`src/cmm_pkg.sv`:
```
// Shared types and constants for the complex matrix multiply unit.
package cmm_pkg;

    typedef enum logic [1:0] {
        OP_LOAD_A  = 2'd0,
        OP_LOAD_B  = 2'd1,
        OP_LOAD_C  = 2'd2,
        OP_COMPUTE = 2'd3
    } op_t;

    localparam int REG_ROWS_M   = 0;
    localparam int REG_COLS_N   = 1;
    localparam int REG_INNER_K  = 2;
    localparam int REG_ALPHA_RE = 3;
    localparam int REG_ALPHA_IM = 4;
    localparam int REG_ADD_MODE = 5;
    localparam int REG_CONJ_A   = 6;
    localparam int REG_CONJ_B   = 7;

    localparam int CFG_IDX_BITS  = 3;
    localparam int CFG_DATA_BITS = 16;
    localparam int ELEM_BITS     = 16;
    localparam int RES_BITS      = 56;
    localparam int ACC_BITS      = 40;

    // queue entry between front and back
    typedef struct packed {
        op_t         op;
        logic [2:0]  row;
        logic [2:0]  col;
        logic [15:0] value_re;
        logic [15:0] value_im;
    } cmd_t;

endpackage

```
`src/cmm_queue.sv`:
```
// Two-entry command queue between the front and back parts.
module cmm_queue (
    input  logic            clk,
    input  logic            rst_n,
    input  logic            in_valid,
    output logic            in_ready,
    input  cmm_pkg::cmd_t   in_cmd,
    output logic            out_valid,
    input  logic            out_ready,
    output cmm_pkg::cmd_t   out_cmd
);
    import cmm_pkg::*;

    cmd_t       slot_reg [2];
    logic       wr_ptr_reg, rd_ptr_reg;
    logic [1:0] count_reg;

    assign in_ready  = (count_reg != 2'd2);
    assign out_valid = (count_reg != 2'd0);
    assign out_cmd   = slot_reg[rd_ptr_reg];

    always_ff @(posedge clk)
    begin
        if (in_valid && in_ready)
        begin
            slot_reg[wr_ptr_reg] <= in_cmd;
        end
    end

    always_ff @(posedge clk or negedge rst_n)
    begin
        if (!rst_n)
        begin
            wr_ptr_reg <= 1'b0;
            rd_ptr_reg <= 1'b0;
            count_reg  <= 2'd0;
        end
        else
        begin
            if (in_valid && in_ready)
            begin
                wr_ptr_reg <= ~wr_ptr_reg;
            end
            if (out_valid && out_ready)
            begin
                rd_ptr_reg <= ~rd_ptr_reg;
            end
            count_reg <= count_reg + 2'(in_valid && in_ready) - 2'(out_valid && out_ready);
        end
    end
endmodule

```
`config.mk`:
```
export PLATFORM = sky130hd
export DESIGN_NAME = cmm_queue
export DESIGN_NICKNAME = d
export VERILOG_FILES = /design/src/cmm_pkg.sv /design/src/cmm_queue.sv
export SDC_FILE = /design/constraint.sdc
export NUM_CORES = 1
export LEC_CHECK = 0
export BUFFER_PORTS_ARGS = -buffer_cell sky130_fd_sc_hd__buf_2
export CORE_MARGIN = 4
export CORE_UTILIZATION = 35
export CTS_CLUSTER_DIAMETER = 200
export DETAILED_ROUTE_END_ITERATION = 16
export PLACE_DENSITY = 0.6
export SKIP_CTS_REPAIR_TIMING = 1
export SYNTH_ARGS = -nofsm -noshare
export SYNTH_HDL_FRONTEND = slang
export SYNTH_SLANG_ARGS = --single-unit
```
`constraint.sdc`:
```
create_clock -name clk -period 3 [get_ports clk]
set_input_delay 0.3 -clock clk [delete_from_list [all_inputs] [get_ports clk]]
set_output_delay 0.3 -clock clk [all_outputs]
set_load 0.1 [all_outputs]
```
Word-level counts from Yosys, hierarchy flattened
Memory sizes are Yosys's and may differ from the RTL's.
Index checks and enable logic that the tools add are counted.
{ "word_totals": {"regBits": 4, "ram_bits": 80, "inputBits": 44, "n_memories": 1} }
{ "classes": {"add_sub_neg": 2, "eq_ne": 1, "n_mux": 2, "n_bitwise": 2, "n_reduce_logical": 3} }
{ "mem_list": {"columns": ["name", "words", "word_bits", "rd", "rd_clocked_by_memory_dff", "write_ports", "line_no", "text"], "rows": [
  ["slot_reg", 2, 40, 1, 0, 1, "cmm_queue.sv:14", "cmd_t slot_reg [2];"]
]} }
{ "ops": {"columns": ["op", "n"], "rows": [
  ["2-bit by 1-bit adder with 2-bit output", 1],
  ["1-bit logical AND", 2],
  ["1-bit 2-to-1 mux", 2],
  ["2-bit != test, second input constant", 1],
  ["1-bit NOT", 2],
  ["2-bit nonzero test", 1],
  ["2-bit by 1-bit subtractor with 2-bit output", 1]
]} }

Logic depth before layout (Yosys ltp)
Gate-level depths: netlist of run 1.
{ "depth": {"word_depth": 4, "ltp_mapped": 7, "mapped_depth_nobuf": 7} }

Worst setup path before layout of run 1
No wires, ideal clock.
{ "synth_timing": {"kind": "register to register", "start": "reg count_reg[0]", "end": "mem slot_reg[0][0] in the netlist's numbering, enable pin", "setup_ns": 0.438, "t_arrival_ns": 3.124, "t_required_ns": 2.562, "path_slack_ns": -0.562, "stages_incl_launch_ff": 4, "path_buffers": 0, "synth_period_minus_slack_ns": 3.562, "cell_sequence": "dfrtp_1 nand2b_1 nand2_1 nor2_1"} }
{ "synth_between": {"elab_chain_len": 4} }
{ "synth_lines": {"columns": ["item", "line_no", "text"], "rows": [
  ["start, declared", "cmm_queue.sv:16", "logic [1:0] count_reg;"],
  ["start signal, assigned", "cmm_queue.sv:48", "count_reg <= count_reg + 2'(in_valid && in_ready) - 2'(out_valid && out_ready);"],
  ["2-bit != test", "cmm_queue.sv:18", "assign in_ready = (count_reg != 2'd2);"],
  ["net in_ready", "cmm_queue.sv:6", "output logic in_ready,"],
  ["1-bit logical AND", "cmm_queue.sv:24", "if (in_valid && in_ready)"],
  ["1-bit 2-to-1 mux", "cmm_queue.sv:24", null],
  ["1-bit 2-to-1 mux (implied by the code)", "cmm_queue.sv:26", "slot_reg[wr_ptr_reg] <= in_cmd;"],
  ["end, declared", "cmm_queue.sv:14", null]
]} }
The timed path passes the listed nets, and every way through them passes these cells.

==> out/qor.yml, run 1 <==
run_status:
  outcome: "finished, final reports clean"
timing:
  fin_crit_ns: 2.42
  worst_clock_skew_ns: 0.00779
  setup_violations: 0
  fin_tns_setup_ns: 0
  slew_headroom: 0.347
  finalMaxSlewViolations: 0
  period_share: 0.807
  worst_pin_slew_ns: 0.980
  grt_setup_unrepaired: "no"
  hold_viol: 0
  fmax_ghz: 0.413
hold_path:
  hold_path_end: "slot_reg[1][27]$_DFFE_PP_"
  whs_path_depth: 1
  hold_start: "in_cmd[27]"
  hold_path.class: "in -> reg"
finish:
  diodes: 0
  regArea_sq_mm: 0.00250
  final_nets: 282
  drive_gt1_frac: 0.602
  multi_input_area_sq_um: 562
  largest_reg_flops: 80
  fillerInstances: 801
  area_delta_synth_final_pct: 25.6
global_route:
  grt_max_degree: 42
  grt_pass1_wl_mm: 8.24
  grt_pass1_vias: 1663
  grt.total_usage: 0.108
  grt_antenna_before_repair: 0
  grt_overflow: 0
route:
  dr.first_iter.drc_count: 43
  firstDrtPassIters: 4
  drt_wl_total_mm: 5.38
  vias_per_cell: 4.52
  routedWlPerCell_um: 15.4
  num_vias: 1577
  drc: 0
  ant_nets: 0
critical_path:
  crit_path_cell_trace: "mux2_2 > buf_2"
  critical_path_depth: 2
  slowest_delay_ns: 1.03
  worst_path_max_delay_cell: "dfrtp_2"
  crit_family: "flip-flops"
  worst-endpoint-arrival_ns: 2.12
  crit_required_ns: 2.70
  r2r-start: "count_reg[1]$_DFF_PN0_"
  cp-end-kind: "output pin"
  crit_type: "reg -> out"
  crit_fanout: 41
  r2r_end: "slot_reg[1][17]$_DFFE_PP_"
  r2r_cells: 3
  startpoint_type: "register"
  crit_buf_inv: 1
  reg2reg_slack_ns: 1.23
place:
  dp_hpwl_mm: 3.59
  port_buffers: 85
  gp_congestion: 0.686
clock_network:
  cts_root_buffer: "clkbuf_8"
  clkLatencyLatePin_ns: 0.35
  cts_tree: "built"
  htree_levels: 3
  cts.path.max_buffers: 2
  numClockSinks: 84
  cts_made_buffers: 9
  clkTransAtPathRegs_ns: 0.08
yosys:
  syn_area_per_cell_sq_um: 21.9
  synth_area_sq_mm: 0.00311
  synth_seq_cells: 84
  netlist_top_cells_area: "edfxtp_1 77%, mux2_2 13%, dfrtp_1 3.2%, buf_6 1.4%, mux2_4 0.97%"
  yosysMostFrequentCell: "edfxtp_1"
  syn_inst: 142
  yosys_warnings: 0
  synth_cell_type_count: 17
  netlist.area_leader.share: 0.773
  syn-num-nets: 188
  synth_edf_count: 80
  yosysSeqAreaShare: 0.805
  ys.flop_type: "edfxtp_1"
  postSynth.asyncResetShare: 0.0476
  synthTopCellsByCount: "80 x edfxtp_1, 37 x mux2_2, 4 x buf_6, 4 x dfrtp_1, 3 x xnor2_1"
  synth_top_area_cell: "edfxtp_1"
floorplanning:
  coreArea_sq_mm: 0.00868
  initial_core_util: 0.358
  rows: 34
  num_io_pins: 86
  dieArea_sq_mm: 0.0105
  fp.dieW_um: 102
  die_h_um: 102
flow_run:
  maxCapViolations: 0
-- cell type report --
cell class | count | area share
Clock buffer | 10 | 0.0327
Clock inverter | 6 | 0.0285
Inverter | 1 | 0.000961
Multi-Input combinational cell | 52 | 0.144
Sequential cell | 84 | 0.641
Tap cell | 108 | 0.0346
Timing Repair Buffer | 88 | 0.119
-- kinds of logic after synthesis --
logic type,synth area share
and+or+nand+nor,0.0113
adders and majority gates,0.00805
muxes,0.147
DFF,0.805
xor gates and xnor gates,0.0113
buffers and inverters,0.0173
-- routing by layer --
metal	vias to the layer above	GRT usage	wire [um]
met4	0	0.0363	79
met2	63	0.159	2440
met5	-	0	0
met1	765	0.141	2400
met3	8	0.0498	453
li1	741	-	-
-- cells in the final DEF, fill, tap and decap left out, types with 2 or more instances in the layout --
cell type,Yosys,final
buf_2,1,85
xnor2_1,3,3
edfxtp_1,80,80
mux2_2,37,37
mux2_4,2,2
ha_1,2,2
clkbuf_8,0,9
bufinv_16,0,3
dfrtp_1,4,3
-- stage by stage --
| step | util | worst slack, ns | cell area (sq um) | instances | hold slack (ns) |
|---|---|---|---|---|---|
| floorplan | - | 0.0928 | 3110 | 142 | 0.00441 |
| CTS | 0.449 | 0.510 | 3900 | 348 | -0.270 |
| finish | 0.450 | 0.578 | 3910 | 349 | 0.131 |
| global route | 0.450 | 0.431 | 3910 | 349 | 0.100 |
| global placement | 0.421 | 0.906 | 3660 | 332 | 0.119 |
| detailed placement | 0.421 | 0.905 | 3660 | 332 | 0.115 |
-- worst max-delay path by stage --
stage,startpoint,endpoint,slack [ns]
CTS,rd_ptr_reg$_DFFE_PN0P_,out_cmd[7],0.51
global route,rd_ptr_reg$_DFFE_PN0P_,out_cmd[7],0.43
global placement,rd_ptr_reg$_DFFE_PN0P_,out_cmd[7],0.91
finish,rd_ptr_reg$_DFFE_PN0P_,out_cmd[7],0.58
floorplan,count_reg[0]$_DFF_PN0_,slot_reg[0][0]$_DFFE_PP_,0.09
detailed placement,rd_ptr_reg$_DFFE_PN0P_,out_cmd[7],0.91
Power of run 1 is not shown: default switching activity piles up to over one toggle a cycle in this logic, so the estimate is an artifact.
==> run 2: changes to the inputs <==
--- a/config.mk
+++ b/config.mk
@@ -10,7 +10,7 @@
 export CORE_UTILIZATION = 35
 export CTS_CLUSTER_DIAMETER = 200
 export DETAILED_ROUTE_END_ITERATION = 16
-export PLACE_DENSITY = 0.6
+export PLACE_DENSITY = 0.62
 export SKIP_CTS_REPAIR_TIMING = 1
 export SYNTH_ARGS = -nofsm -noshare
 export SYNTH_HDL_FRONTEND = slang
==> constraint.sdc (replaced) <==
create_clock -name clk -period 2.2 [get_ports clk]
set_input_delay 0.22 -clock clk [delete_from_list [all_inputs] [get_ports clk]]
set_output_delay 0.22 -clock clk [all_outputs]
set_load 0.1 [all_outputs]
==> out/qor.yml, run 2 (synthesis results as in run 1) <==
finish:
  fillerInstances: 730
  fin_util: 0.515
  layout_commonest_cell: "edfxtp_1"
  final_cell_mix: "80 x edfxtp_1, 46 x buf_2, 41 x buf_12, 37 x mux2_2, 9 x clkbuf_8"
  final_nets: 284
  area_delta_synth_final_pct: 43.9
  largest_reg_flops: 80
  drive_gt1_frac: 0.605
  diodes: 0
clock_network:
  cts_made_buffers: 9
  htree_levels: 3
  numClockSinks: 84
  clkLatencyLatePin_ns: 0.34
  cts_root_buffer: "clkbuf_8"
  cts.path.max_buffers: 2
  clkTransAtPathRegs_ns: 0.08
  cts_tree: "built"
route:
  drc: 0
  vias_per_cell: 4.48
  firstDrtPassIters: 4
  ant_nets: 0
  routedWlPerCell_um: 15.6
  drt_wl_total_mm: 5.49
  dr.first_iter.drc_count: 56
  num_vias: 1571
global_route:
  top_usage_layer: "met2"
  use_met3: 0.0362
  grt_pass1_vias: 1735
  grt_max_degree: 41
  grt_overflow: 0
  grt_pass1_wl_mm: 8.59
  met2_usage: 0.183
  use_met1: 0.137
  grt_antenna_before_repair: 0
  grt.total_usage: 0.113
timing:
  fin_crit_ns: 2.07
  worst_pin_slew_ns: 0.518
  fmax_ghz: 0.482
  fin_tns_setup_ns: 0
  setup_violations: 0
  slew_headroom: 0.654
  grt_setup_unrepaired: "no"
  period_share: 0.942
  worst_clock_skew_ns: 0.0113
  setup_ws_ns: 0.127
  hold_viol: 0
  finalMaxSlewViolations: 0
floorplanning:
  die_h_um: 102
  initial_core_util: 0.358
  coreArea_sq_mm: 0.00868
  num_io_pins: 86
  dieArea_sq_mm: 0.0105
  rows: 34
  fp.dieW_um: 102
place:
  pre_cts_ws_ns: 0.448
  gp_congestion: 0.678
  port_buffers: 85
critical_path:
  crit_type: "reg -> out"
  crit_family: "flip-flops"
  crit_required_ns: 1.98
  r2r_cells: 7
  critical_path_depth: 3
  cp-end-kind: "output pin"
  worst_path_max_delay_cell: "dfrtp_2"
  worst-endpoint-arrival_ns: 1.85
  crit_fanout: 21
  crit_buf_inv: 2
  startpoint_type: "register"
  crit_path_cell_trace: "buf_12 > mux2_2 > buf_12"
  crit_top_cell: "buf_12"
  slowest_delay_ns: 0.71
hold_path:
  hold_path.class: "in -> reg"
  whs_path_depth: 1
run_status:
  outcome: "finished, final reports clean"
flow_run:
  maxCapViolations: 0
==> run 2: path summary, 6_finish.rpt <==
kind                                             start                         to  slack [ns]
worst max-delay path            rd_ptr_reg$_DFFE_PN0P_                out_cmd[10]        0.13
worst min-delay path                        in_cmd[30]  slot_reg[0][30]$_DFFE_PP_        0.06
worst max register to register  count_reg[1]$_DFF_PN0_     count_reg[1]$_DFF_PN0_        0.51
worst min register to register  count_reg[0]$_DFF_PN0_     count_reg[0]$_DFF_PN0_        0.52
max in group asynchronous                        rst_n     rd_ptr_reg$_DFFE_PN0P_        1.84
min in group asynchronous                        rst_n     wr_ptr_reg$_DFFE_PN0N_        0.21
==> run 2: per-layer routing <==
layer | share of wire | wire, um
met1 | 0.42 | 2300
met2 | 0.50 | 2720
met3 | 0.067 | 366
met4 | 0.018 | 97
met5 | 0 | 0
==> run 2: stage by stage <==
step | hold WS (ns) | cell area (sq um) | cells
finish | 0.0643 | 4470 | 351
global route | 0.0403 | 4470 | 351
CTS | -0.339 | 4460 | 350
detailed placement | 0.0399 | 4270 | 334
global placement | 0.0383 | 4270 | 334
floorplan | -0.0756 | 3120 | 142
==> run 2: area by class of cell <==
| class | instances | area (sq um) | share of cell area |
|---|---|---|---|
| multi-input combinational | 52 | 564 | 0.126 |
| inverter | 1 | 3.75 | 0.000839 |
| tap | 108 | 135 | 0.0302 |
| clock buffer | 10 | 128 | 0.0285 |
| sequential | 84 | 2500 | 0.560 |
| timing repair buffer | 90 | 1080 | 0.241 |
| clock inverter | 6 | 62.6 | 0.0140 |
==> run 2: worst reg2reg max path, cell delays in order (launching register included) <==
cell,delay (ns)
dfrtp_1,0.42
or2_1,0.26
and2_4,0.17
ha_1,0.26
inv_1,0.03
ha_1,0.17
xnor2_1,0.17
xnor2_1,0.13
Power of run 2 is left out for the same reason.
==> run 3: changes to the inputs <==
==> constraint.sdc (replaced) <==
create_clock -name clk -period 2.2 [get_ports clk]
set_input_delay 0.55 -clock clk [delete_from_list [all_inputs] [get_ports clk]]
set_output_delay 0.55 -clock clk [all_outputs]
set_load 0.1 [all_outputs]
==> out/qor.yml, run 3 (synthesis results as in run 1) <==
route:
  dr.first_iter.drc_count: 61
  drt_wl_total_mm: 5.54
  firstDrtPassIters: 4
  vias_per_cell: 4.48
  routedWlPerCell_um: 15.7
  num_vias: 1580
  drc: 0
  ant_nets: 0
finish:
  largest_reg_flops: 80
  area_delta_synth_final_pct: 43.6
  final_cell_mix: "80 x edfxtp_1, 46 x buf_2, 40 x buf_12, 37 x mux2_2, 9 x clkbuf_8"
  final_area_sq_mm: 0.00446
  diodes: 0
  fin_util: 0.514
  final_nets: 286
  layout_commonest_cell: "edfxtp_1"
  drive_gt1_frac: 0.608
hold_path:
  hold_path.class: "in -> reg"
  hold_start: "in_cmd[16]"
clock_network:
  cts_made_buffers: 9
  htree_levels: 3
  cts.path.max_buffers: 2
  cts_root_buffer: "clkbuf_8"
  clkTransAtPathRegs_ns: 0.09
  cts_tree: "built"
  numClockSinks: 84
  clkLatencyLatePin_ns: 0.34
timing:
  setup_ws_ns: 0.0816
  slew_headroom: 0.672
  fin_tns_setup_ns: 0
  worst_clock_skew_ns: 0.0106
  finalMaxSlewViolations: 0
  hold_viol: 0
  setup_violations: 0
  fmax_ghz: 0.472
  period_share: 0.963
  fin_crit_ns: 2.12
  grt_setup_unrepaired: "no"
  worst_pin_slew_ns: 0.495
floorplanning:
  die_h_um: 102
  rows: 34
  coreArea_sq_mm: 0.00868
  dieArea_sq_mm: 0.0105
  initial_core_util: 0.358
  num_io_pins: 86
  fp.dieW_um: 102
global_route:
  grt_max_degree: 25
  grt_pass1_wl_mm: 8.34
  grt.total_usage: 0.110
  grt_overflow: 0
  grt_pass1_vias: 1694
  grt_antenna_before_repair: 0
critical_path:
  setup.worst_path.start: "rd_ptr_reg$_DFFE_PN0P_"
  reg2reg_slack_ns: 0.48
  r2r_end: "count_reg[1]$_DFF_PN0_"
  r2r-start: "count_reg[1]$_DFF_PN0_"
  crit_type: "reg -> out"
  crit_fanout: 17
  worst-endpoint-arrival_ns: 1.57
  startpoint_type: "register"
  r2r_cells: 7
  crit_path_end: "out_cmd[26]"
  cp-end-kind: "output pin"
  crit_required_ns: 1.65
flow_run:
  maxCapViolations: 0
place:
  gp_congestion: 0.673
  dp_hpwl_mm: 3.83
  placed_area_sq_mm: 0.00428
  pre_cts_ws_ns: 0.363
  port_buffers: 85
run_status:
  outcome: "finished, final reports clean"
-- run 3: worst min-delay path by stage --
stage                                           end  slack [ns]  depth (start not counted)
final                     slot_reg[1][16]$_DFFE_PP_        0.39                          1
after global placement       count_reg[0]$_DFF_PN0_        0.36                          1
after floorplan              count_reg[0]$_DFF_PN0_        0.25                          0
after detailed placement     count_reg[0]$_DFF_PN0_        0.36                          1
after global routing      slot_reg[1][10]$_DFFE_PP_        0.36                          1
after CTS                    count_reg[0]$_DFF_PN0_       -0.01                          1
-- run 3: layout make-up --
class / instances / area (sq um)
inverter: 1 / 3.75
clock inverter: 7 / 51.3
tap: 108 / 135
sequential: 84 / 2500
clock buffer: 9 / 124
timing repair buffer: 92 / 1080
multi-input combinational: 52 / 564
fill: 730 / 4210
-- run 3: through the flow --
stage / hold slack (ns) / std cells
2_1_floorplan: 0.254 / 142
3_3_place_gp: 0.359 / 336
3_5_place_dp: 0.363 / 336
4_1_cts: -0.0130 / 352
5_1_grt: 0.363 / 353
6_report: 0.390 / 353
-- run 3: metal layers --
layer  part of all wire  wire [um]  GRT usage
met1               0.41       2280      0.137
met2               0.49       2740      0.170
met3              0.076        422     0.0396
met4              0.017         94     0.0515
met5                  0          0          0
-- run 3: critical path, stage by stage (launching register included) --
cell and delay (ns):
dfrtp_2 0.40, buf_6 0.21, mux2_1 0.33, buf_2 0.29
Power of run 3 is left out for the same reason.
